File: src/sv/edd_pkg.sv
package edd_pkg;

    // Line store geometry and field widths.
    localparam int MAX_WIDTH   = 2048;
    localparam int COL_W       = $clog2(MAX_WIDTH);
    localparam int WIDTH_W     = 12;
    localparam int NUM_CH      = 3;
    localparam int ERR_W       = 14;
    localparam int QUEUE_DEPTH = 2;

    localparam logic [WIDTH_W-1:0] WIDTH_RESET = WIDTH_W'(640);
    localparam logic [WIDTH_W-1:0] WIDTH_MIN   = WIDTH_W'(2);
    localparam logic [WIDTH_W-1:0] WIDTH_MAX   = WIDTH_W'(MAX_WIDTH);

    // One error value in sixteenths of a level, and one per channel.
    typedef logic signed [ERR_W-1:0] t_err;
    typedef t_err [NUM_CH-1:0] t_err3;

    // Input request as it arrives on the port.
    typedef struct packed {
        logic       start_of_frame;
        logic [7:0] red_in;
        logic [7:0] green_in;
        logic [7:0] blue_in;
    } t_pix_in;

    // Result as it leaves on the port.
    typedef struct packed {
        logic [7:0] red_out;
        logic [7:0] green_out;
        logic [7:0] blue_out;
        logic       end_of_row;
    } t_pix_out;

    // Classified request handed from the front to the back.
    typedef struct packed {
        logic [COL_W-1:0] col;
        logic             last;
        logic             first_row;
        logic             clear;
        logic [7:0]       red;
        logic [7:0]       green;
        logic [7:0]       blue;
    } t_job;

endpackage

File: src/sv/edd_front.sv
module edd_front
    import edd_pkg::*;
(
    input  logic                i_clk,
    input  logic                i_rst_n,
    input  logic                i_cfg_valid,
    input  logic [WIDTH_W-1:0]  i_cfg_data,
    input  logic                i_accept,
    input  t_pix_in             i_pix,
    output t_job                o_job
);

    logic [WIDTH_W-1:0] r_width;
    logic [COL_W-1:0]   r_col;
    logic               r_first_row;
    logic [COL_W-1:0]   n_col;
    logic               n_first_row;
    logic [WIDTH_W-1:0] w_eff;
    logic [COL_W-1:0]   x;
    logic               fr;
    logic               clear;
    logic               last;

    // Image width register; the user must write it only while idle, the block does not enforce this.
    always_ff @(posedge i_clk) begin
        if (!i_rst_n) begin
            r_width <= WIDTH_RESET;
        end else if (i_cfg_valid) begin
            r_width <= i_cfg_data;
        end
    end

    // Clamp the programmed width into the range the line store supports.
    always_comb begin
        if (r_width < WIDTH_MIN) begin
            w_eff = WIDTH_MIN;
        end else if (r_width > WIDTH_MAX) begin
            w_eff = WIDTH_MAX;
        end else begin
            w_eff = r_width;
        end
    end

    // Place the request in the raster: column, row restart and last column.
    always_comb begin
        if (i_pix.start_of_frame) begin
            x     = '0;
            fr    = 1'b1;
            clear = 1'b1;
        end else if (WIDTH_W'(r_col) >= w_eff) begin
            x     = '0;
            fr    = 1'b0;
            clear = 1'b1;
        end else begin
            x     = r_col;
            fr    = r_first_row;
            clear = 1'b0;
        end
        last = (WIDTH_W'(x) + WIDTH_W'(1)) >= w_eff;
        if (last) begin
            n_col       = '0;
            n_first_row = 1'b0;
        end else begin
            n_col       = x + COL_W'(1);
            n_first_row = fr;
        end
    end

    // Raster position advances with each accepted request.
    always_ff @(posedge i_clk) begin
        if (!i_rst_n) begin
            r_col       <= '0;
            r_first_row <= 1'b1;
        end else if (i_accept) begin
            r_col       <= n_col;
            r_first_row <= n_first_row;
        end
    end

    assign o_job.col       = x;
    assign o_job.last      = last;
    assign o_job.first_row = fr;
    assign o_job.clear     = clear;
    assign o_job.red       = i_pix.red_in;
    assign o_job.green     = i_pix.green_in;
    assign o_job.blue      = i_pix.blue_in;

endmodule

File: config.mk
export PLATFORM = sky130hd
export DESIGN_NAME = edd_front
export DESIGN_NICKNAME = d
export VERILOG_FILES = /design/src/sv/edd_pkg.sv /design/src/sv/edd_front.sv
export SDC_FILE = /design/constraint.sdc
export NUM_CORES = 1
export LEC_CHECK = 0
export ABC_AREA = 1
export BUFFER_PORTS_ARGS = -buffer_cell sky130_fd_sc_hd__buf_2
export CELL_PAD_IN_SITES_DETAIL_PLACEMENT = 1
export CELL_PAD_IN_SITES_GLOBAL_PLACEMENT = 1
export CORE_ASPECT_RATIO = 1.4
export CORE_MARGIN = 3
export CORE_UTILIZATION = 33
export DETAILED_ROUTE_END_ITERATION = 16
export PLACE_DENSITY = 0.84
export SLEW_MARGIN = 20
export SYNTH_ARGS = -nofsm -noshare
export SYNTH_HDL_FRONTEND = slang
export SYNTH_SLANG_ARGS = --single-unit
File: constraint.sdc
create_clock -name i_clk -period 7.3 [get_ports i_clk]
set_clock_uncertainty 0.1 [all_clocks]
set_input_delay 1.825 -clock i_clk [delete_from_list [all_inputs] [get_ports i_clk]]
set_output_delay 1.825 -clock i_clk [all_outputs]
set_load 0.02 [all_outputs]
* Yosys cells after proc, flatten, opt, wreduce, memory -nomap -nowiden *
Index checks and enable logic that the tools add are counted.

cells by class
  $add $sub $neg = 2
  $lt $le $gt $ge = 4
  mux-type cells = 10

operators by type and width
  kind                                                         number
  2-to-1 mux 11 bit                                            3
  2-to-1 mux 12 bit                                            2
  adder 11 x 1 -> 12 bit, second input constant                1
  >= comparator 11 x 12 -> 1 bit                               1
  >= comparator 12 bit                                         1
  greater-than comparator 12 bit, second input constant        1
  less-than comparator 12 x 2 -> 1 bit, second input constant  1
  adder 11 x 1 -> 11 bit, second input constant                1
  2-to-1 mux 1 bit                                             5

word-level totals
  bits in registers = 24
  input port bits = 41
  output and inout port bits = 38
  word-level logic and storage cells = 19

* Longest topological paths before layout *
Gate-level depths: netlist (run 1).

  depth in word-level cells = 9
  mapped depth = 29
  depth with buffers taken out = 28

* Worst setup path before layout (run 1) *
No wires, ideal clock.

  path type = flip-flop to output port
  start = reg r_width[3]
  end = out o_job[26] (netlist bit)
  data arrival time = 3.918 ns
  data required time = 5.375 ns
  slack = 1.457 ns
  cell stages (with the launch flop) = 26
  buffers on the path = 2
  path through = dfxtp_1 nor4_1 nand2_1 nor4_1 inv_1 o21ai_1 nand2_1 ha_1 nand2_1 inv_1 nand2_1 nand2_1 nand2_1 nand4_2 nor2_4 buf_6 nand2_1 inv_1 nand3_1 and2_1 ha_1 a21oi_1 nor2_1 a211oi_1 nand4_1 buf_4

RTL lines
  element                 line             source
  start, declared         edd_front.sv:13  logic [WIDTH_W-1:0] r_width;
  start signal, assigned  edd_front.sv:29  r_width <= i_cfg_data;
  end, declared           edd_front.sv:10  output t_job o_job

==> impl_metrics.py, run 1 <==
metrics = {
    "floorplan": {
        "die_w_um": 73.2,
        "rows": 33,
        "core_area_mm2": 0.00599,
        "die_y_um": 100,
        "die-area_mm2": 0.00733,
        "initial_core_util_pct": 34.9,
        "pin_count": 79,
    },
    "run": {
        "maxCapViolations": 0,
    },
    "setup_path": {
        "required_ns": 5.38,
        "critPathTopFamily": "simple AND/OR/NAND/NOR gates",
        "critPathMostFrequentCell": "nand2_1",
        "slowest_delay_ns": 0.33,
        "crit_chain": "nor4_1 > nand2_1 > nor4_2 > inv_1 > o21ai_2 > nand2_1 > ha_1 > nand2_1 > inv_1 > nand2_1 > nand2_1 > nand2_1 > nand4_2 > nor2_4 > nand4_2 > nor2_4 > nand3_1 > and2_1 > ha_1 > a21oi_1 > nor2_1 > a211oi_1 > nand4_1 > buf_2",
        "cp_slowest_cell": "dfxtp_1",
        "crit_path_end_kind": "primary output",
        "critPathLaunchType": "register",
        "path_max_fanout": 11,
        "cp_num_buf_inv": 3,
        "critPathArrivalTime_ns": 4.81,
        "crit_type": "register to primary output",
    },
    "grt": {
        "grt_pass1_wl_um": 9930,
        "met3_usage_pct": 2.00,
        "track_usage_pct": 16.9,
        "grt_max_degree": 18,
        "grt_antenna_before_repair": 0,
        "busiest_layer": "met2",
        "grt_pass1_vias": 2122,
        "use_met2_pct": 30.7,
        "grt_overflow": 0,
        "grtUsageMet1_pct": 19.8,
    },
    "yosys": {
        "synth_flop_cell": "dfxtp_1",
        "yosys-top-cells-count": "nand2_1, nor2_1, inv_1",
        "yosys.area.top_type_share_pct": 23.0,
        "syn_inst": 321,
        "yosysWarnings": 0,
        "syn-num-nets": 385,
        "synth_edf_count": 0,
        "yosysSeqAreaShare_pct": 23.0,
        "synthMostInstantiatedCell": "nand2_1",
        "synth_cell_type_count": 29,
        "ys_ff_latch": 24,
        "post_synth_main_area_contributors": "dfxtp_1, nand2_1, ha_1, buf_4, nor2_1",
        "synth_area_leader_cell": "dfxtp_1",
        "synth_async_sr_flop_share_pct": 0,
        "synth_area_per_cell_um2": 6.51,
        "netlist_area_mm2": 0.00209,
    },
    "timing": {
        "finalCritPeriodShare_pct": 92.3,
        "final_hold_viol_count": 0,
        "setup_violations": 0,
        "totalNegativeSetupSlack_ns": 0,
        "max_freq_mhz": 148,
        "worst_slew_pin_slew_ns": 0.888,
        "maxSlewHeadroom_pct": 40.6,
        "post-route-min-period_ns": 6.74,
        "rsz0062_at_grt": "no",
        "finalMaxSlewViolations": 0,
    },
    "cts": {
        "clk_pin_slew_worst_paths_ns": 0.09,
        "clockBufferDepth": 2,
        "root_buffer": "clkbuf_8",
        "cts-htree-levels": 1,
        "cts_buffers": 3,
        "cts_tree": "built",
        "cts_sinks": 24,
        "ctsHoldBuffers": 0,
        "insertion_delay_ns": 0.27,
    },
    "place": {
        "globalplace.congestion": 0.851,
        "numPortBuffers": 30,
        "dp_hpwl_um": 4780,
        "place_area_mm2": 0.00209,
    },
    "detailed_routing": {
        "firstDrtPassIters": 4,
        "vias": 1994,
        "ant_nets": 0,
        "wl_per_cell_um": 14.5,
        "routed_via_density": 5.02,
        "drc": 0,
        "drtIter0Drc": 60,
        "drt_wl_total_um": 5750,
    },
    "power_and_ir_drop": {
        "p_leak_nw": 1.16,
        "ir_drop_mv": 0.0811,
        "power.density_mw_per_mm2": 136,
    },
    "layout": {
        "drive_gt1_share_pct": 17.1,
        "fin_area_mm2": 0.00220,
        "diodes": 0,
        "area_growth_pct": 5.33,
        "nets": 392,
    },
    "worst_hold_path": {
        "hold_class": "register to register",
    },
    "outcome": {
        "status": "finished, final reports clean",
    },
}
## kinds of logic (layout without fill, tap and decap cells)
group / after synthesis / count (layout) / share of synthesized area (%)
and+or+nand+nor: 160 / 160 / 33.6
buffers and inverters: 73 / 79 / 18.3
AOI/OAI and AO/OA: 40 / 40 / 10.5
DFF: 24 / 24 / 23.0
adders and majority gates: 23 / 23 / 13.8
xor gates and xnor gates: 1 / 1 / 0.779
## repair_timing
| action | CTS | global route |
|---|---|---|
| gates resized for setup | 0 | 2 |
| endpoints found under the setup margin | 0 | 1 |
| buffers inserted | 0 | 6 |
## path summary, 6_finish.rpt
kind              slack [ns]  cells after the start    endpoint        from
setup reg to reg        1.75                     26    r_col[7]  r_width[3]
hold / removal          0.40                      2  r_width[7]  r_width[7]
setup / recovery        0.56                     24   o_job[26]  r_width[3]
hold reg to reg         0.40                      2  r_width[7]  r_width[7]
## tightest hold or removal path: stages, from the launching register on
cell and delay [ns]:
dfxtp_1 0.34, nand2_1 0.07, nand3_1 0.05
## registers in the layout, summed over array words and instances, names as in the netlist
signal	flops
r_col	11
r_first_row	1
r_width	12
## area by class of cell
| type | instances | area (um2) |
|---|---|---|
| multi-input cells | 224 | 1230 |
| fillers | 777 | 3790 |
| inverters | 39 | 146 |
| clock buffers | 4 | 55.1 |
| well taps | 70 | 87.6 |
| repair buffers | 36 | 195 |
| flip-flops and latches | 24 | 480 |
## where the power goes
group          internal [W]  leakage [nW]  switching [W]
logic             0.0000237         0.934      0.0000409
clock network     0.0000482        0.0288      0.0000451
registers          0.000137         0.197     0.00000547
## stage by stage
step,hold WS [ns],util [%],instances,total power (W),worst slack (ns)
finish,0.399,36.7,397,0.000300,0.561
global placement,0.380,34.9,387,0.000202,0.669
detailed placement,0.389,34.9,387,0.000205,0.480
global route,0.436,36.7,397,0.000318,0.0717
CTS,0.401,35.8,391,0.000298,0.166
floorplan,0.336,-,321,0.000207,1.46
## cell usage in the layout (no fill, tap or decap)
cell	count
nor3_1	1
clkbuf_8	4
nand2_1	84
o31ai_1	1
buf_2	30
o21ai_2	1
o21ai_1	1
buf_4	6
xor2_2	1
a22oi_1	1
nor2_1	39
dfxtp_1	24
ha_1	23
nor4_2	1
o21ai_0	12
a21oi_2	1
nand3_1	19
nor2_4	3
nand4_2	2
inv_2	4
o21bai_1	1
a21boi_2	1
a21oi_1	20
nor3_2	1
inv_1	35
and2_1	3
nand2_2	1
a211oi_1	1
nand4_1	4
nor3b_1	1
nor4_1	1
## per-layer routing
layer	part of all wire (%)	vias to the layer above
met3	3.9	16
met4	2.9	0
met2	52	43
met1	41	921
met5	0	-
li1	-	1014
Note: power is estimated with default switching activity, not from simulation.
==> run 2, diff against run 1 <==
PLACE_DENSITY = default   (was 0.84)
PLACE_DENSITY_LB_ADDON = 0.25   (was default)
==> impl_metrics.py, run 2 (synthesis gave the netlist of run 1 again) <==
metrics = {
    "setup_path": {
        "critPathArrivalTime_ns": 4.76,
        "cp_slowest_cell": "nor4_1",
        "reg2regPathDepth": 27,
        "cp_num_buf_inv": 4,
        "reg2reg_slack_ns": 1.80,
        "critPathLaunchType": "register",
        "r2r-start": "r_width[3]",
        "crit_type": "register to primary output",
        "critPathMostFrequentCell": "nand2_1",
        "required_ns": 5.38,
        "slowest_delay_ns": 0.36,
        "r2r_end": "r_col[9]",
        "path_max_fanout": 13,
        "critPathTopFamily": "simple AND/OR/NAND/NOR gates",
        "crit_path_end_kind": "primary output",
    },
    "timing": {
        "max_freq_mhz": 150,
        "worst_slew_pin_slew_ns": 0.862,
        "maxSlewHeadroom_pct": 42.3,
        "rsz0062_at_grt": "no",
        "final_hold_viol_count": 0,
        "setup_violations": 0,
        "post-route-min-period_ns": 6.69,
        "finalCritPeriodShare_pct": 91.6,
        "totalNegativeSetupSlack_ns": 0,
        "finalMaxSlewViolations": 0,
    },
    "grt": {
        "grt_max_degree": 18,
        "grt_antenna_before_repair": 0,
        "grt_pass1_vias": 2008,
        "track_usage_pct": 16.6,
        "grt_overflow": 0,
        "grt_pass1_wl_um": 9540,
    },
    "worst_hold_path": {
        "hold_class": "register to register",
        "hold_start": "r_first_row",
        "holdPathEnd": "r_first_row",
        "hold-path-cell-count": 2,
    },
    "layout": {
        "largest_reg_flops": 12,
        "fin_util_pct": 36.2,
        "final_cell_mix": "nand2_1, nor2_1, inv_1",
        "nets": 389,
        "diodes": 0,
        "final_common_cell": "nand2_1",
        "drive_gt1_share_pct": 15.8,
        "largestRegisters": "r_width (12), r_col (11), r_first_row (1)",
        "area_growth_pct": 3.89,
        "regMostFlops": "r_width",
    },
    "detailed_routing": {
        "vias": 1956,
        "ant_nets": 0,
        "routed_via_density": 4.98,
        "drt_wl_total_um": 5630,
        "wl_per_cell_um": 14.3,
        "drtIter0Drc": 59,
        "drc": 0,
        "firstDrtPassIters": 4,
    },
    "power_and_ir_drop": {
        "power.density_mw_per_mm2": 131,
        "total_power_w": 0.000284,
        "ir_drop_mv": 0.0626,
        "p_leak_nw": 1.14,
    },
    "cts": {
        "cts-htree-levels": 1,
        "root_buffer": "clkbuf_8",
        "cts_buffers": 3,
        "clockBufferDepth": 2,
        "cts_sinks": 24,
        "insertion_delay_ns": 0.26,
        "clk_pin_slew_worst_paths_ns": 0.09,
        "cts_tree": "built",
    },
    "floorplan": {
        "rows": 33,
        "die-area_mm2": 0.00733,
        "pin_count": 79,
        "core_area_mm2": 0.00599,
        "initial_core_util_pct": 34.9,
        "die_y_um": 100,
        "die_w_um": 73.2,
    },
    "place": {
        "globalplace.congestion": 0.899,
        "numPortBuffers": 30,
        "dp_hpwl_um": 4790,
    },
    "outcome": {
        "status": "finished, final reports clean",
    },
    "run": {
        "maxCapViolations": 0,
    },
}
run 2: tightest hold or removal path, delay by kind of cell (launching register included):
kind	cells	cell delay [ns]
DFF	1	0.31
AOI/OAI and AO/OA	1	0.08
buffers and inverters	1	0.07
run 2: routing by layer:
| metal | part of all wire [%] | vias up | GRT usage, % |
|---|---|---|---|
| met1 | 43 | 924 | 19.0 |
| met3 | 2.9 | 2 | 1.60 |
| met5 | 0 | - | 0 |
| met4 | 0.75 | 0 | 5.11 |
| li1 | - | 1006 | - |
| met2 | 53 | 24 | 31.2 |
run 2: per-stage QoR:
step	worst slack (ns)	instances	area [um2]	hold WS, ns
global route	0.146	393	2170	0.429
floorplan	1.46	321	2090	0.336
global placement	0.646	387	2090	0.382
detailed placement	0.524	387	2090	0.393
finish	0.612	393	2170	0.403
CTS	0.199	390	2130	0.407
run 2: power breakdown:
group / internal (W) / switching, W / leakage [nW]
Combinational: 0.0000232 / 0.0000401 / 0.924
Sequential: 0.000137 / 0.00000535 / 0.197
Clock: 0.0000369 / 0.0000420 / 0.0216
run 2: timing repair:
action                     in CTS  in global routing
setup buffers                   0                  3
setup endpoints to repair       0                  1
resized for setup               0                  1
hold buffers                    0                  0
run 2: worst max path at each step:
stage | start | end | slack (ns) | cells past startpoint
2_1_floorplan | r_width[3] | o_job[26] | 1.46 | 25
3_3_place_gp | r_width[3] | o_job[26] | 0.65 | 24
3_5_place_dp | r_width[3] | o_job[26] | 0.52 | 24
4_1_cts | r_width[3] | o_job[26] | 0.20 | 24
5_1_grt | r_width[3] | o_job[26] | 0.15 | 25
6_report | r_width[3] | o_job[26] | 0.61 | 25
run 2: layout make-up:
type	count	area, um2
multi-input cells	224	1230
well taps	70	87.6
inverters	39	146
fillers	796	3820
clock buffers	3	41.3
flip-flops and latches	24	480
repair buffers	33	185
==> run 3, diff against run 2 <==
CORE_UTILIZATION = 36   (was 33)
clock period = 7.83 ns   (was 7.3 ns; I/O delays follow)
==> impl_metrics.py, run 3 (synthesis gave the netlist of run 1 again) <==
metrics = {
    "outcome": {
        "status": "finished, final reports clean",
    },
    "power_and_ir_drop": {
        "clock_power_share_pct": 37.6,
        "ir_drop_mv": 0.0576,
        "sw_frac_of_total_pct": 28.5,
        "power_frac_seq_pct": 43.9,
        "p_leak_nw": 1.14,
        "power.internal_w": 0.000215,
        "power.density_mw_per_mm2": 139,
        "p_switching_w": 0.0000856,
        "combPwrFrac_pct": 18.5,
    },
    "timing": {
        "post-route-min-period_ns": 7.22,
        "finalCritPeriodShare_pct": 92.2,
        "setup_violations": 0,
        "maxSlewHeadroom_pct": 36.1,
        "max_freq_mhz": 139,
        "whs_ns": 0.393,
        "final_hold_viol_count": 0,
        "totalNegativeSetupSlack_ns": 0,
        "rsz0062_at_grt": "no",
        "finalMaxSlewViolations": 0,
        "worst_slew_pin_slew_ns": 0.955,
    },
    "setup_path": {
        "cp_slowest_cell": "o21ai_1",
        "crit_type": "register to primary output",
        "r2r-start": "r_width[3]",
        "cp_num_buf_inv": 3,
        "critPathArrivalTime_ns": 5.16,
        "reg2regPathDepth": 26,
        "slowest_delay_ns": 0.45,
        "reg2reg_slack_ns": 1.87,
        "critPathTopFamily": "simple AND/OR/NAND/NOR gates",
        "crit_chain": "nor4_1 > nand2_1 > nor4_1 > inv_1 > o21ai_1 > nand2_1 > ha_1 > nand2_1 > inv_1 > nand2_1 > nand2_1 > nand2_1 > nand4_2 > nor2_4 > nand3_1 > nor2_4 > nand3_1 > and2_1 > ha_1 > a21oi_1 > nor2_1 > a211oi_1 > nand4_1 > buf_2",
        "crit_path_end_kind": "primary output",
        "required_ns": 5.77,
        "critPathMostFrequentCell": "nand2_1",
        "critPathLaunchType": "register",
        "r2r_end": "r_col[9]",
        "path_max_fanout": 17,
    },
    "grt": {
        "grt_max_degree": 18,
        "grt_antenna_before_repair": 0,
        "grt_overflow": 0,
        "grt_pass1_wl_um": 9450,
        "track_usage_pct": 17.7,
        "grt_pass1_vias": 1928,
    },
    "layout": {
        "drive_gt1_share_pct": 15.0,
        "largestRegisters": "r_width (12), r_col (11), r_first_row (1)",
        "diodes": 0,
        "largest_reg_flops": 12,
        "area_growth_pct": 3.36,
        "final_common_cell": "nand2_1",
        "regMostFlops": "r_width",
        "nets": 386,
        "final_cell_mix": "nand2_1, nor2_1, inv_1",
    },
    "floorplan": {
        "die_w_um": 70.4,
        "core_area_mm2": 0.00557,
        "pin_count": 79,
        "initial_core_util_pct": 37.5,
        "rows": 32,
        "die_y_um": 96.1,
        "die-area_mm2": 0.00676,
    },
    "cts": {
        "clockBufferDepth": 2,
        "post_cts_buffers": 0,
        "ctsHoldBuffers": 0,
        "cts-htree-levels": 1,
        "cts_tree": "built",
        "root_buffer": "clkbuf_8",
        "ctsResizeCount": 0,
        "cts_sinks": 24,
        "cts_buffers": 3,
        "insertion_delay_ns": 0.28,
        "clk_pin_slew_worst_paths_ns": 0.10,
    },
    "place": {
        "globalplace.congestion": 0.798,
        "numPortBuffers": 30,
        "dp_hpwl_um": 4640,
    },
    "detailed_routing": {
        "ant_nets": 0,
        "drt_wl_total_um": 5630,
        "wl_per_cell_um": 14.5,
        "vias": 1949,
        "drtIter0Drc": 82,
        "firstDrtPassIters": 4,
        "drc": 0,
        "routed_via_density": 5.01,
    },
    "worst_hold_path": {
        "hold_start": "r_first_row",
        "hold-path-cell-count": 2,
        "holdPathEnd": "r_first_row",
        "hold_class": "register to register",
    },
    "run": {
        "maxCapViolations": 0,
    },
}
run 3: cell count changes in the layout (fill, tap and decap cells not counted):
cell       previous run  this run
buf_4                 2         0
buf_12                1         0
bufinv_16             0         1
o21ai_1               1         2
o21ai_2               1         0
run 3: tightest hold or removal path, stage by stage, from the launching register on:
cell     delay (ns)
dfxtp_1        0.31
inv_1          0.07
o21ai_0        0.07
run 3: worst max path at each step:
| stage | start | depth (start not counted) | slack [ns] | endpoint |
|---|---|---|---|---|
| after floorplan | r_width[3] | 25 | 1.85 | o_job[26] |
| after global placement | r_width[3] | 24 | 1.0 | o_job[26] |
| after detailed placement | r_width[3] | 24 | 0.82 | o_job[26] |
| after CTS | r_width[3] | 24 | 0.51 | o_job[26] |
| after global routing | r_width[3] | 24 | 0.04 | o_job[26] |
| final | r_width[3] | 24 | 0.61 | o_job[26] |
run 3: cell type report:
cell class                 count  area [um2]
clock buffer                   3        41.3
clock inverter                 1        30.0
fill                         760        3410
inverter                      39         146
multi-input combinational    224        1220
sequential                    24         480
tap                           68        85.1
timing repair buffer          30         150
run 3: per-layer routing:
layer	wire (um)	part of all wire, %	global-route usage, %	up-vias
li1	-	-	-	1000
met1	2390	42	19.9	909
met2	3020	54	34.1	35
met3	164	2.9	2.72	5
met4	58	1.0	4.63	0
met5	0	0	0	-
run 3: stage by stage:
step	power, W	setup slack [ns]	std cells	area, um2	util, %
5_1_grt	0.000316	0.0392	389	2160	38.8
4_1_cts	0.000304	0.511	389	2160	38.8
3_3_place_gp	0.000190	1.00	385	2090	37.5
2_1_floorplan	0.000193	1.85	321	2090	-
6_report	0.000301	0.611	389	2160	38.8
3_5_place_dp	0.000191	0.822	385	2090	37.5
run 3: power by group through the flow:
stage | logic [W] | clock network, W | registers, W
after detailed placement | 0.0000561 | 0 | 0.000135
after floorplan | 0.0000596 | 0 | 0.000133
after global routing | 0.0000649 | 0.000118 | 0.000133
after CTS | 0.0000567 | 0.000115 | 0.000132
after global placement | 0.0000551 | 0 | 0.000135
final | 0.0000556 | 0.000113 | 0.000132
