<file path="config.mk">
export PLATFORM = sky130hd
export DESIGN_NAME = edd_queue
export DESIGN_NICKNAME = d
export VERILOG_FILES = /design/src/sv/edd_pkg.sv /design/src/sv/edd_queue.sv
export SDC_FILE = /design/constraint.sdc
export NUM_CORES = 1
export LEC_CHECK = 0
export BUFFER_PORTS_ARGS = -buffer_cell sky130_fd_sc_hd__buf_4
export CORE_UTILIZATION = 30
export CTS_BUF_LIST = sky130_fd_sc_hd__clkbuf_16
export DETAILED_ROUTE_END_ITERATION = 6
export GPL_ROUTABILITY_DRIVEN = 0
export PLACE_DENSITY = 0.48
export SYNTH_ARGS = -nofsm -noshare
export SYNTH_HDL_FRONTEND = slang
export SYNTH_SLANG_ARGS = --single-unit
</file>
<file path="constraint.sdc">
create_clock -name i_clk -period 3 [get_ports i_clk]
set_input_delay 0.3 -clock i_clk [delete_from_list [all_inputs] [get_ports i_clk]]
set_output_delay 0.3 -clock i_clk [all_outputs]
set_load 0.03 [all_outputs]
</file>
<file path="src/sv/edd_pkg.sv">
package edd_pkg;

    // Line store geometry and field widths.
    localparam int MAX_WIDTH   = 2048;
    localparam int COL_W       = $clog2(MAX_WIDTH);
    localparam int WIDTH_W     = 12;
    localparam int NUM_CH      = 3;
    localparam int ERR_W       = 14;
    localparam int QUEUE_DEPTH = 2;

    localparam logic [WIDTH_W-1:0] WIDTH_RESET = WIDTH_W'(640);
    localparam logic [WIDTH_W-1:0] WIDTH_MIN   = WIDTH_W'(2);
    localparam logic [WIDTH_W-1:0] WIDTH_MAX   = WIDTH_W'(MAX_WIDTH);

    // One error value in sixteenths of a level, and one per channel.
    typedef logic signed [ERR_W-1:0] t_err;
    typedef t_err [NUM_CH-1:0] t_err3;

    // Input request as it arrives on the port.
    typedef struct packed {
        logic       start_of_frame;
        logic [7:0] red_in;
        logic [7:0] green_in;
        logic [7:0] blue_in;
    } t_pix_in;

    // Result as it leaves on the port.
    typedef struct packed {
        logic [7:0] red_out;
        logic [7:0] green_out;
        logic [7:0] blue_out;
        logic       end_of_row;
    } t_pix_out;

    // Classified request handed from the front to the back.
    typedef struct packed {
        logic [COL_W-1:0] col;
        logic             last;
        logic             first_row;
        logic             clear;
        logic [7:0]       red;
        logic [7:0]       green;
        logic [7:0]       blue;
    } t_job;

endpackage

</file>
<file path="src/sv/edd_queue.sv">
module edd_queue
    import edd_pkg::*;
(
    input  logic i_clk,
    input  logic i_rst_n,
    input  logic i_push,
    input  t_job i_job,
    input  logic i_pop,
    output logic o_full,
    output logic o_valid,
    output t_job o_job
);

    localparam int PTR_W = $clog2(QUEUE_DEPTH);
    localparam int CNT_W = $clog2(QUEUE_DEPTH + 1);

    t_job             r_slot [QUEUE_DEPTH];
    logic [PTR_W-1:0] r_wr_ptr;
    logic [PTR_W-1:0] r_rd_ptr;
    logic [CNT_W-1:0] r_count;

    assign o_full  = (r_count == CNT_W'(QUEUE_DEPTH));
    assign o_valid = (r_count != '0);
    assign o_job   = r_slot[r_rd_ptr];

    // Storage slots carry payload only.
    always_ff @(posedge i_clk) begin
        if (i_push) begin
            r_slot[r_wr_ptr] <= i_job;
        end
    end

    // Pointers and fill count.
    always_ff @(posedge i_clk) begin
        if (!i_rst_n) begin
            r_wr_ptr <= '0;
            r_rd_ptr <= '0;
            r_count  <= '0;
        end else begin
            if (i_push) begin
                r_wr_ptr <= r_wr_ptr + PTR_W'(1);
            end
            if (i_pop) begin
                r_rd_ptr <= r_rd_ptr + PTR_W'(1);
            end
            case ({i_push, i_pop})
                2'b10:   r_count <= r_count + CNT_W'(1);
                2'b01:   r_count <= r_count - CNT_W'(1);
                default: r_count <= r_count;
            endcase
        end
    end

endmodule

</file>
* After elaboration in Yosys (flattened, before gate mapping) *
Memory sizes are Yosys's and may differ from the RTL's. A register that Yosys moved wholly into a read port is not among the register bits.
Cells that the tools add are included.

storage, ports and cells
  register bits = 4
  latch bits = 0
  bits in writable memories = 76
  bits in read-only memories = 0
  bits of input ports = 42
  output and inout port bits = 40
  memories = 1

memory list
  memory  depth  bits a word  rd ports  clocked after Yosys merged registers in  wr ports  line             source
  r_slot  2      38           1         1                                        1         edd_queue.sv:17  t_job r_slot [QUEUE_DEPTH];

cells by class
  $add $sub $neg = 4
  multipliers = 0
  divide/modulo/power cells = 0
  $lt $le $gt $ge = 0
  eq/ne operators = 3
  shifts and indexed selects = 0
  multiplexer cells = 5
  bitwise operators = 0
  reductions and logical operators = 2

operators with widths
  kind                 number
  $eq 2x2->1 const B   2
  $mux 1               4
  $pmux 2 s2           1
  $reduce_bool 2->1    2
  $add 1x1->1 const B  2
  $add 2x1->2 const B  1
  $eq 2x1->1 const B   1
  $sub 2x1->2 const B  1

* Depth between registers and ports, before layout *
Gate-level depths: netlist of run 1.

  depth in word-level cells = 3
  gate-level depth with buffers = 5

* Worst setup path after synthesis of run 1 *
OpenSTA, ideal clock, no wires.

  path type = input port to flip-flop
  start point = input i_push
  end point = memory r_slot[0][0] (netlist name) (enable)
  setup time = 0.436 ns
  arrival = 1.986 ns
  required time = 2.564 ns
  setup slack = 0.578 ns
  stages on the path = 2
  path buffers = 0
  cells stage by stage = inv_1 nor2_1

between the ends
  cells in the longest elaborated chain, start to end = 2

RTL lines
  what                          line             source
  start, declared               edd_queue.sv:6   input logic i_push,
  $mux 1                        edd_queue.sv:28  if (i_push) begin
  $mux 1 (implied by the code)  edd_queue.sv:29  r_slot[r_wr_ptr] <= i_job;
  end, declared                 edd_queue.sv:17

No other way between the ends.

==> results.py, run 1 <==
metrics = {
    "setup_path": {
        "cp.arrival_ns": 1.87,
        "worstPathMaxFanout": 24,
        "r2r_cells": 1,
        "cpMostUsedCell": "buf_4",
        "slowest_stage": "dfxtp_2",
        "crit_family": "buffers and inverters",
        "path_class": "reg2out",
        "end_kind": "primary output",
        "worstPathRequired_ns": 2.70,
        "cpPeakStageDelay_ns": 0.55,
        "cp.buffers_inverters": 2,
        "setup.worst_path.start_class": "flop",
        "reg2reg_to": "r_slot[1][17]",
        "crit_end": "o_job[20]",
        "crit_cells": 3,
        "r2r_setup_slack_ns": 1.42,
        "r2r-start": "r_wr_ptr",
        "crit_chain": "buf_4, mux2_2, buf_4",
    },
    "sta": {
        "rsz0062_at_grt": "false",
        "slew_headroom_pct": 35.65,
        "fin_ws_ns": 0.8311,
        "worst-slew-pin-transition_ns": 0.9653,
        "fmax_mhz": 461.1,
        "tns_ns": 0,
        "final_hold_viol_count": 0,
        "setup_violations": 0,
        "period_share_pct": 72.30,
        "drv_slew": 0,
        "fin_crit_ns": 2.169,
        "clock_skew_ns": 0.006331,
    },
    "power_and_ir_drop": {
        "power_leakage_nw": 1.513,
        "p_total_w": 0.002814,
        "pwr_density_cell_nw_per_um2": 697.1,
        "ir_worst_vdd_uv": 254.0,
    },
    "cells_and_area": {
        "nets": 273,
        "drive_gt1_share_pct": 58.97,
        "multi_input_area_um2": 551.8,
        "final_cell_mix": "buf_4, edfxtp_1, mux2_2",
        "final-seq-area_um2": 2384,
        "nFillCells": 905,
        "fin_cells": 363,
        "syn2layout_area_growth_pct": 36.68,
        "diodes": 0,
        "finalInstanceArea_um2": 4038,
        "final_common_cell": "buf_4",
    },
    "hold_path": {
        "min_path_cells": 1,
        "hold_path.class": "in2reg",
    },
    "outcome": {
        "status": "complete, no violations",
    },
    "cts": {
        "cts_buffer_depth": 2,
        "cts_sinks": 81,
        "hold_buffers": 0,
        "htreeDepth": 3,
        "clk_pin_slew_ns": 0.05,
        "cts_setup_buffers": 0,
        "tritoncts": "yes",
        "cts-buffers-inserted": 9,
        "cts_root_buffer": "clkbuf_16",
        "clkLatencyLatePin_ns": 0.32,
        "cts-resized-gates": 0,
    },
    "die": {
        "initial_utilization_pct": 31.52,
        "coreArea_um2": 9371,
        "die_h_um": 101.2,
        "rows": 35,
        "die_area_um2": 10250,
        "die_w_um": 101.2,
        "io_pins": 82,
    },
    "placement": {
        "dp_slack_ns": 1.131,
        "post-place-cells": 348,
        "io_buffers": 81,
        "postPlaceCellArea_um2": 3736,
        "place.detailed.hpwl_um": 3476,
    },
    "grt": {
        "antenna_found_initial": 0,
        "grt_first_pass_wirelength_um": 8238,
        "grt_max_degree": 39,
        "grt_overflow": 0,
        "grt.total_usage_pct": 11.39,
        "grt_pass1_vias": 1638,
    },
    "synth": {
        "synthCells": 140,
        "postSynthAreaPerCell_um2": 21.10,
        "ys_seq_area_share_pct": 80.64,
        "syn-num-nets": 183,
        "synth_cell_types": 18,
        "yosys_register_bits": 81,
        "syn_area_um2": 2954,
        "yosysWarnings": 0,
    },
    "route": {
        "via_per_inst": 4.278,
        "dr.pass1.iters": 4,
        "totalWireLength_um": 5353,
        "ant_nets": 0,
        "drc_errors": 0,
        "avgRoutedWirePerCell_um": 14.75,
        "via_count": 1553,
        "drt_iter0_drc": 31,
    },
    "run": {
        "maxCapViolCount": 0,
    },
}
## worst min-delay path by stage
stage	from	to	slack, ns
after CTS	i_job[22]	r_slot[1][22]	0.14
after detailed placement	i_job[22]	r_slot[1][22]	0.49
after global placement	r_count[1]	r_count[1]	0.48
after floorplan	i_job[0]	r_slot[0][0]	0.40
after global routing	i_job[32]	r_slot[1][32]	0.14
final	i_job[22]	r_slot[1][22]	0.16
## Yosys cell counts (all sizes together)
library cell   n  area [µm²]
o21ai          1       5.000
or3            1       6.260
edfxtp        76        2282
or2            1       6.260
and2           4       25.02
ha             1       12.51
a21boi         1       7.510
inv            1       3.750
nor2           1       3.750
xor2           1       8.760
xnor2          2       17.52
mux2          38       427.9
and2b          1       8.760
buf            4       25.02
dfxtp          5       100.1
nor2b          1       6.260
o21a           1       7.510
## per-layer routing
| layer | track usage [%] | part of all wire (%) |
|---|---|---|
| met1 | 12.39 | 39 |
| met2 | 19.31 | 54 |
| met3 | 4.141 | 4.9 |
| met4 | 6.355 | 1.7 |
| met5 | 0 | 0 |
## state kept, by name (all words and copies together), names as in the netlist, named ones only
name,cells
r_rd_ptr,1
r_wr_ptr,1
r_count,2
r_slot,76
## area by class of cell
cell class / count / area share (%)
sequential: 81 / 59.03
tap: 129 / 3.998
clock buffer: 9 / 5.578
multi-input combinational: 54 / 13.67
inverter: 1 / 0.09297
timing repair buffer: 83 / 15.74
clock inverter: 6 / 1.890
## logic make-up (layout without fill, tap and decap cells)
kind of cell | count (synthesis) | count (layout) | synth area share [%]
fa+ha+maj | 1 | 1 | 0.4235
xor+xnor | 3 | 3 | 0.8896
buf+inv | 5 | 99 | 0.9739
mux | 38 | 38 | 14.49
compound gates | 3 | 3 | 0.6777
simple gates | 9 | 9 | 1.906
flops | 81 | 81 | 80.64
## where the power goes
part | internal [W] | leakage, nW | switching (W) | total, W
combinational | 0.000176 | 0.602 | 0.000217 | 0.000392
clock | 0.000712 | 0.155 | 0.000382 | 0.00109
sequential | 0.00130 | 0.755 | 0.0000232 | 0.00133
## per-stage QoR
step / hold slack, ns / utilization (%)
floorplan: 0.3989 / -
global placement: 0.4840 / 39.87
detailed placement: 0.4883 / 39.87
CTS: 0.1448 / 43.08
global route: 0.1387 / 43.08
finish: 0.1569 / 43.08
(Power assumes the default switching activity.)
==> run 2, diff against run 1 <==
==> constraint.sdc (replaced) <==
create_clock -name i_clk -period 2.2 [get_ports i_clk]
set_input_delay 0.22 -clock i_clk [delete_from_list [all_inputs] [get_ports i_clk]]
set_output_delay 0.22 -clock i_clk [all_outputs]
set_load 0.03 [all_outputs]
==> run 2 against run 1 <==
Effect of this change: power grew 34%; register-to-register slack got worse by 0.35 ns; flip-flop and latch count is the same; global-route usage down 0.39 points; final cell count is 0.83% higher; sequential share of layout area is 0.20 points lower; hold slack lost 0.078 ns; worst setup slack got worse by 0.36 ns; non-clock buffer count rose by 2; die area stayed put; wire length fell by 0.69%; clock power increased by 29%; largest power group unchanged.
==> results.py, run 2 (synthesized netlist as in run 1, its figures left out) <==
metrics = {
    "die": {
        "die_w_um": 101.2,
        "initial_utilization_pct": 31.52,
        "coreArea_um2": 9371,
        "die_area_um2": 10250,
        "io_pins": 82,
        "rows": 35,
        "die_h_um": 101.2,
    },
    "cts": {
        "tritoncts": "yes",
        "hold_buffers": 0,
        "cts_buffer_depth": 2,
        "clk_pin_slew_ns": 0.06,
        "htreeDepth": 3,
        "cts_root_buffer": "clkbuf_16",
        "clkLatencyLatePin_ns": 0.32,
        "cts-resized-gates": 0,
        "cts_sinks": 81,
        "cts-buffers-inserted": 9,
        "cts_setup_buffers": 0,
    },
    "sta": {
        "setup_violations": 0,
        "worst-slew-pin-transition_ns": 0.3088,
        "slew_headroom_pct": 79.41,
        "clock_skew_ns": 0.004357,
        "fin_hold_ws_ns": 0.07876,
        "drv_slew": 0,
        "fmax_mhz": 578.9,
        "tns_ns": 0,
        "final_hold_viol_count": 0,
        "period_share_pct": 78.52,
        "rsz0062_at_grt": "false",
        "fin_crit_ns": 1.727,
    },
    "setup_path": {
        "cp.arrival_ns": 1.51,
        "end_kind": "primary output",
        "worstPathRequired_ns": 1.98,
        "r2r_cells": 2,
        "worstPathMaxFanout": 22,
        "r2r-start": "r_wr_ptr",
        "path_class": "reg2out",
        "setup.worst_path.start_class": "flop",
        "r2r_setup_slack_ns": 1.07,
        "reg2reg_to": "r_slot[1][34]",
    },
    "grt": {
        "grt_pass1_vias": 1581,
        "grt_overflow": 0,
        "antenna_found_initial": 0,
        "grt_first_pass_wirelength_um": 8038,
        "grt_max_degree": 39,
        "grt.total_usage_pct": 11.00,
    },
    "route": {
        "via_per_inst": 4.210,
        "dr.pass1.iters": 4,
        "drc_errors": 0,
        "ant_nets": 0,
        "avgRoutedWirePerCell_um": 14.52,
        "totalWireLength_um": 5316,
        "drt_iter0_drc": 41,
        "via_count": 1541,
    },
    "cells_and_area": {
        "final_cell_mix": "buf_4, edfxtp_1, mux2_2",
        "diodes": 0,
        "final_util_pct": 43.23,
        "largest_register_ffs": 76,
        "drive_gt1_share_pct": 59.92,
        "nets": 275,
        "regMostFlops": "r_slot",
        "fin_cells": 366,
        "top_regs": "r_slot x76, r_count x2",
        "final_common_cell": "buf_4",
        "syn2layout_area_growth_pct": 37.15,
        "nFillCells": 890,
    },
    "placement": {
        "place.detailed.hpwl_um": 3390,
        "io_buffers": 81,
        "post-place-cells": 350,
    },
    "hold_path": {
        "hp-start": "i_job[29]",
        "hold_path.class": "in2reg",
        "min_to": "r_slot[1][29]",
        "min_path_cells": 1,
    },
    "power_and_ir_drop": {
        "power_leakage_nw": 1.511,
        "pwr_density_cell_nw_per_um2": 928.0,
        "ir_worst_vdd_uv": 443.0,
    },
    "run": {
        "maxCapViolCount": 0,
    },
    "outcome": {
        "status": "complete, no violations",
    },
}
[run 2: changes by cell type in the layout (fill, tap and decap cells not counted)]
cell / before / now
buf_12: 1 / 2
clkinv_2: 1 / 2
buf_4: 82 / 83
bufinv_16: 2 / 1
clkinvlp_4: 0 / 2
inv_1: 3 / 2
[run 2: layout make-up]
type                            instances  area (µm²)  share of cell area, %
Inverter                                1       3.754                0.09265
Sequential cell                        81        2384                  58.83
Clock buffer                            9       225.2                  5.559
Clock inverter                          7       62.56                  1.544
Multi-Input combinational cell         54       551.8                  13.62
Timing Repair Buffer                   85       663.1                  16.37
Tap cell                              129       161.4                  3.984
[run 2: where the power goes]
group          leakage (nW)  internal [W]  total [W]  switching [W]
Sequential            0.755       0.00178    0.00180      0.0000215
Combinational         0.616      0.000245   0.000550       0.000304
Clock                 0.140      0.000865    0.00141       0.000545
[run 2: metal layers]
layer | global-route usage [%] | wire, µm | vias to the layer above | share of wire (%)
met5 | 0 | 0 | - | 0
met4 | 5.351 | 65 | 0 | 1.2
met3 | 3.796 | 265 | 5 | 5.0
met2 | 18.52 | 2784 | 40 | 52
met1 | 12.53 | 2201 | 772 | 41
li1 | - | - | 724 | -
[run 2: worst max path at each step]
stage                  start            to  slack [ns]  depth (start not counted)
floorplan           r_wr_ptr  r_slot[0][0]        0.46                          1
global placement        flop     o_job[18]        0.80                          3
detailed placement      flop     o_job[18]        0.80                          3
CTS                     flop     o_job[18]        0.44                          3
global route            flop     o_job[18]        0.39                          3
finish                  flop     o_job[18]        0.47                          3
[run 2: worst max-delay path, cell delays in order (launching register included)]
cell,delay [ns]
dfxtp_2,0.32
buf_4,0.30
mux2_2,0.39
buf_4,0.17
[run 2: metrics by stage]
stage	worst slack (ns)	cell area, µm²	total power [W]
2_1_floorplan	0.4563	2957	0.002159
3_3_place_gp	0.8007	3764	0.002390
3_5_place_dp	0.7968	3764	0.002393
4_1_cts	0.4359	4051	0.003823
5_1_grt	0.3924	4051	0.003919
6_report	0.4726	4051	0.003759
==> run 3, diff against run 2 <==
--- a/config.mk
+++ b/config.mk
@@ -5,12 +5,13 @@
 export SDC_FILE = /design/constraint.sdc
 export NUM_CORES = 1
 export LEC_CHECK = 0
+export ABC_AREA = 1
 export BUFFER_PORTS_ARGS = -buffer_cell sky130_fd_sc_hd__buf_4
 export CORE_UTILIZATION = 30
 export CTS_BUF_LIST = sky130_fd_sc_hd__clkbuf_16
 export DETAILED_ROUTE_END_ITERATION = 6
 export GPL_ROUTABILITY_DRIVEN = 0
-export PLACE_DENSITY = 0.48
+export PLACE_DENSITY = 0.49
 export SYNTH_ARGS = -nofsm -noshare
 export SYNTH_HDL_FRONTEND = slang
 export SYNTH_SLANG_ARGS = --single-unit
==> constraint.sdc (replaced) <==
create_clock -name i_clk -period 1.4 [get_ports i_clk]
set_input_delay 0.14 -clock i_clk [delete_from_list [all_inputs] [get_ports i_clk]]
set_output_delay 0.14 -clock i_clk [all_outputs]
set_load 0.03 [all_outputs]
==> run 3 against run 2 <==
Effect of this change: the flow now finishes with violations (negative setup slack); critical path type unchanged; die area up 3.2%; power is 70% higher; synthesized area grew 3.3%; utilization grew 5.3 points; non-clock buffer count up 41; final cell count is 16% higher.
==> results.py, run 3 <==
metrics = {
    "cts": {
        "cts_root_buffer": "clkbuf_16",
        "tritoncts": "yes",
        "htreeDepth": 3,
        "cts_sinks": 81,
        "clk_pin_slew_ns": 0.06,
        "cts_buffer_depth": 2,
        "cts-buffers-inserted": 9,
        "clkLatencyLatePin_ns": 0.32,
    },
    "placement": {
        "postPlaceCellArea_um2": 3889,
        "io_buffers": 81,
        "place.detailed.hpwl_um": 3559,
        "dp_slack_ns": 0.1403,
        "post-place-cells": 370,
    },
    "route": {
        "drt_iter0_drc": 22,
        "drc_errors": 0,
        "ant_nets": 0,
        "dr.pass1.iters": 4,
        "via_per_inst": 4.120,
        "totalWireLength_um": 5563,
        "avgRoutedWirePerCell_um": 13.12,
        "via_count": 1747,
    },
    "grt": {
        "grt_pass1_vias": 1714,
        "grt_overflow": 0,
        "grt_max_degree": 29,
        "grt_first_pass_wirelength_um": 8169,
        "antenna_found_initial": 0,
        "grt.total_usage_pct": 10.91,
    },
    "synth": {
        "yosys_register_bits": 81,
        "yosysWarnings": 0,
        "synth_cell_types": 13,
        "synth_edf_count": 76,
        "yosysMostFrequentCell": "edfxtp_1",
        "synth_area_leader_cell": "edfxtp_1",
        "ys_seq_area_share_pct": 78.10,
        "synthCells": 153,
        "ys.flop_type": "edfxtp_1",
        "async_flop_share_pct": 0,
        "syn_area_um2": 3050,
        "synthTopCellsByCount": "edfxtp_1, mux2_4, mux2_2",
        "synthTopCellsByArea": "edfxtp_1, mux2_4, mux2_2",
        "yosysTopAreaCellShare_pct": 74.82,
        "syn-num-nets": 196,
        "postSynthAreaPerCell_um2": 19.94,
    },
    "cells_and_area": {
        "diodes": 0,
        "top_regs": "r_slot x76, r_count x2",
        "syn2layout_area_growth_pct": 56.11,
        "largest_register_ffs": 76,
        "nFillCells": 876,
        "fin_cells": 424,
        "nets": 329,
        "final_cell_mix": "edfxtp_1, buf_4, dlygate4sd3_1",
        "final_common_cell": "edfxtp_1",
        "finalInstanceArea_um2": 4762,
        "regMostFlops": "r_slot",
        "drive_gt1_share_pct": 48.80,
    },
    "sta": {
        "period_share_pct": 108.8,
        "clock_skew_ns": 0.001595,
        "setup_violations": 38,
        "final_hold_viol_count": 0,
        "drv_slew": 0,
        "fmax_mhz": 656.8,
        "rsz0062_at_grt": "true",
        "slew_headroom_pct": 87.89,
        "fin_hold_ws_ns": 0.05589,
        "fin_crit_ns": 1.523,
        "worst-slew-pin-transition_ns": 0.1816,
        "fin_ws_ns": -0.1225,
    },
    "setup_path": {
        "worstPathRequired_ns": 1.26,
        "reg2reg_to": "r_slot[1][27]",
        "cp.arrival_ns": 1.38,
        "setup.worst_path.start_class": "flop",
        "r2r_cells": 3,
        "r2r-start": "r_wr_ptr",
        "r2r_setup_slack_ns": 0.25,
        "path_class": "reg2out",
        "worstPathMaxFanout": 20,
        "end_kind": "primary output",
    },
    "die": {
        "die_w_um": 102.8,
        "die_area_um2": 10580,
        "coreArea_um2": 9819,
        "io_pins": 82,
        "initial_utilization_pct": 31.07,
        "rows": 36,
        "die_h_um": 102.8,
    },
    "hold_path": {
        "hold_path.class": "in2reg",
        "hp-start": "i_push",
        "min_to": "r_wr_ptr",
        "min_path_cells": 3,
    },
    "power_and_ir_drop": {
        "pwr_density_cell_nw_per_um2": 1345,
        "power_leakage_nw": 1.885,
        "ir_worst_vdd_uv": 630.5,
        "p_total_w": 0.006405,
    },
    "outcome": {
        "status": "finished with violations",
        "violations": "negative setup slack",
    },
    "run": {
        "maxCapViolCount": 0,
    },
}
## run 3: cell count changes after synthesis, moves of 3 or more
cell,change
buf_6,+3
nor2_1,+10
mux2_2,-20
nand2_1,+9
inv_1,+5
mux2_4,+20
and2_1,-4
## run 3: how the worst max path moves through the flow
stage                    to  depth (start not counted)  slack (ns)
3_5_place_dp      o_job[29]                          3        0.14
6_report           o_job[1]                          3       -0.12
4_1_cts           o_job[29]                          3       -0.16
5_1_grt            o_job[1]                          3       -0.17
3_3_place_gp      o_job[29]                          3        0.16
2_1_floorplan  r_slot[1][0]                          2        0.03
## run 3: layout make-up
class	instances	area, µm²	area share (%)
multi-input combinational	62	640.6	13.45
tap	133	166.4	3.494
timing repair buffer	126	1207	25.35
clock buffer	9	225.2	4.729
sequential	81	2386	50.11
clock inverter	7	110.1	2.312
inverter	6	26.28	0.5518
## run 3: cell families (layout without fill, tap and decap cells)
kind of cell	Yosys count	after routing	share of synthesized area, %
adders and majority gates	1	1	0.4101
DFF	81	81	78.10
AOI/OAI and AO/OA	2	2	0.3278
muxes	38	38	16.49
buffers and inverters	10	148	2.010
and+or+nand+nor	21	21	2.666
## run 3: per-layer routing
metal	track usage [%]	wire length (µm)
met5	0	0
met3	4.542	387
met2	17.54	2800
met1	12.66	2317
met4	5.200	59
## run 3: timing repair
action / 4_1_cts / 5_1_grt
gates resized for setup: 24 / 18
endpoints found under the setup margin: 38 / 38
pin swaps: 0 / 0
buffers inserted: 0 / 0
hold endpoints to repair: 76 / 0
hold buffers: 38 / 0
## run 3: worst max-delay path: stages (launching register included)
cell and delay [ns]:
dfxtp_4 0.38, buf_12 0.20, mux2_4 0.33, buf_6 0.14
## run 3: power breakdown
| part | switching (W) | leakage [nW] | total [W] | internal (W) |
|---|---|---|---|---|
| Sequential | 0.0000385 | 0.756 | 0.00283 | 0.00280 |
| Combinational | 0.000479 | 0.963 | 0.000991 | 0.000512 |
| Clock | 0.000855 | 0.166 | 0.00258 | 0.00172 |
| Total | 0.00137 | 1.88 | 0.00641 | 0.00503 |
## run 3: metrics by stage
stage	TNS, ns	util, %
floorplan	0	-
global placement	0	39.60
detailed placement	0	39.60
CTS	-4.761	47.80
global route	-5.435	48.50
finish	-3.526	48.50
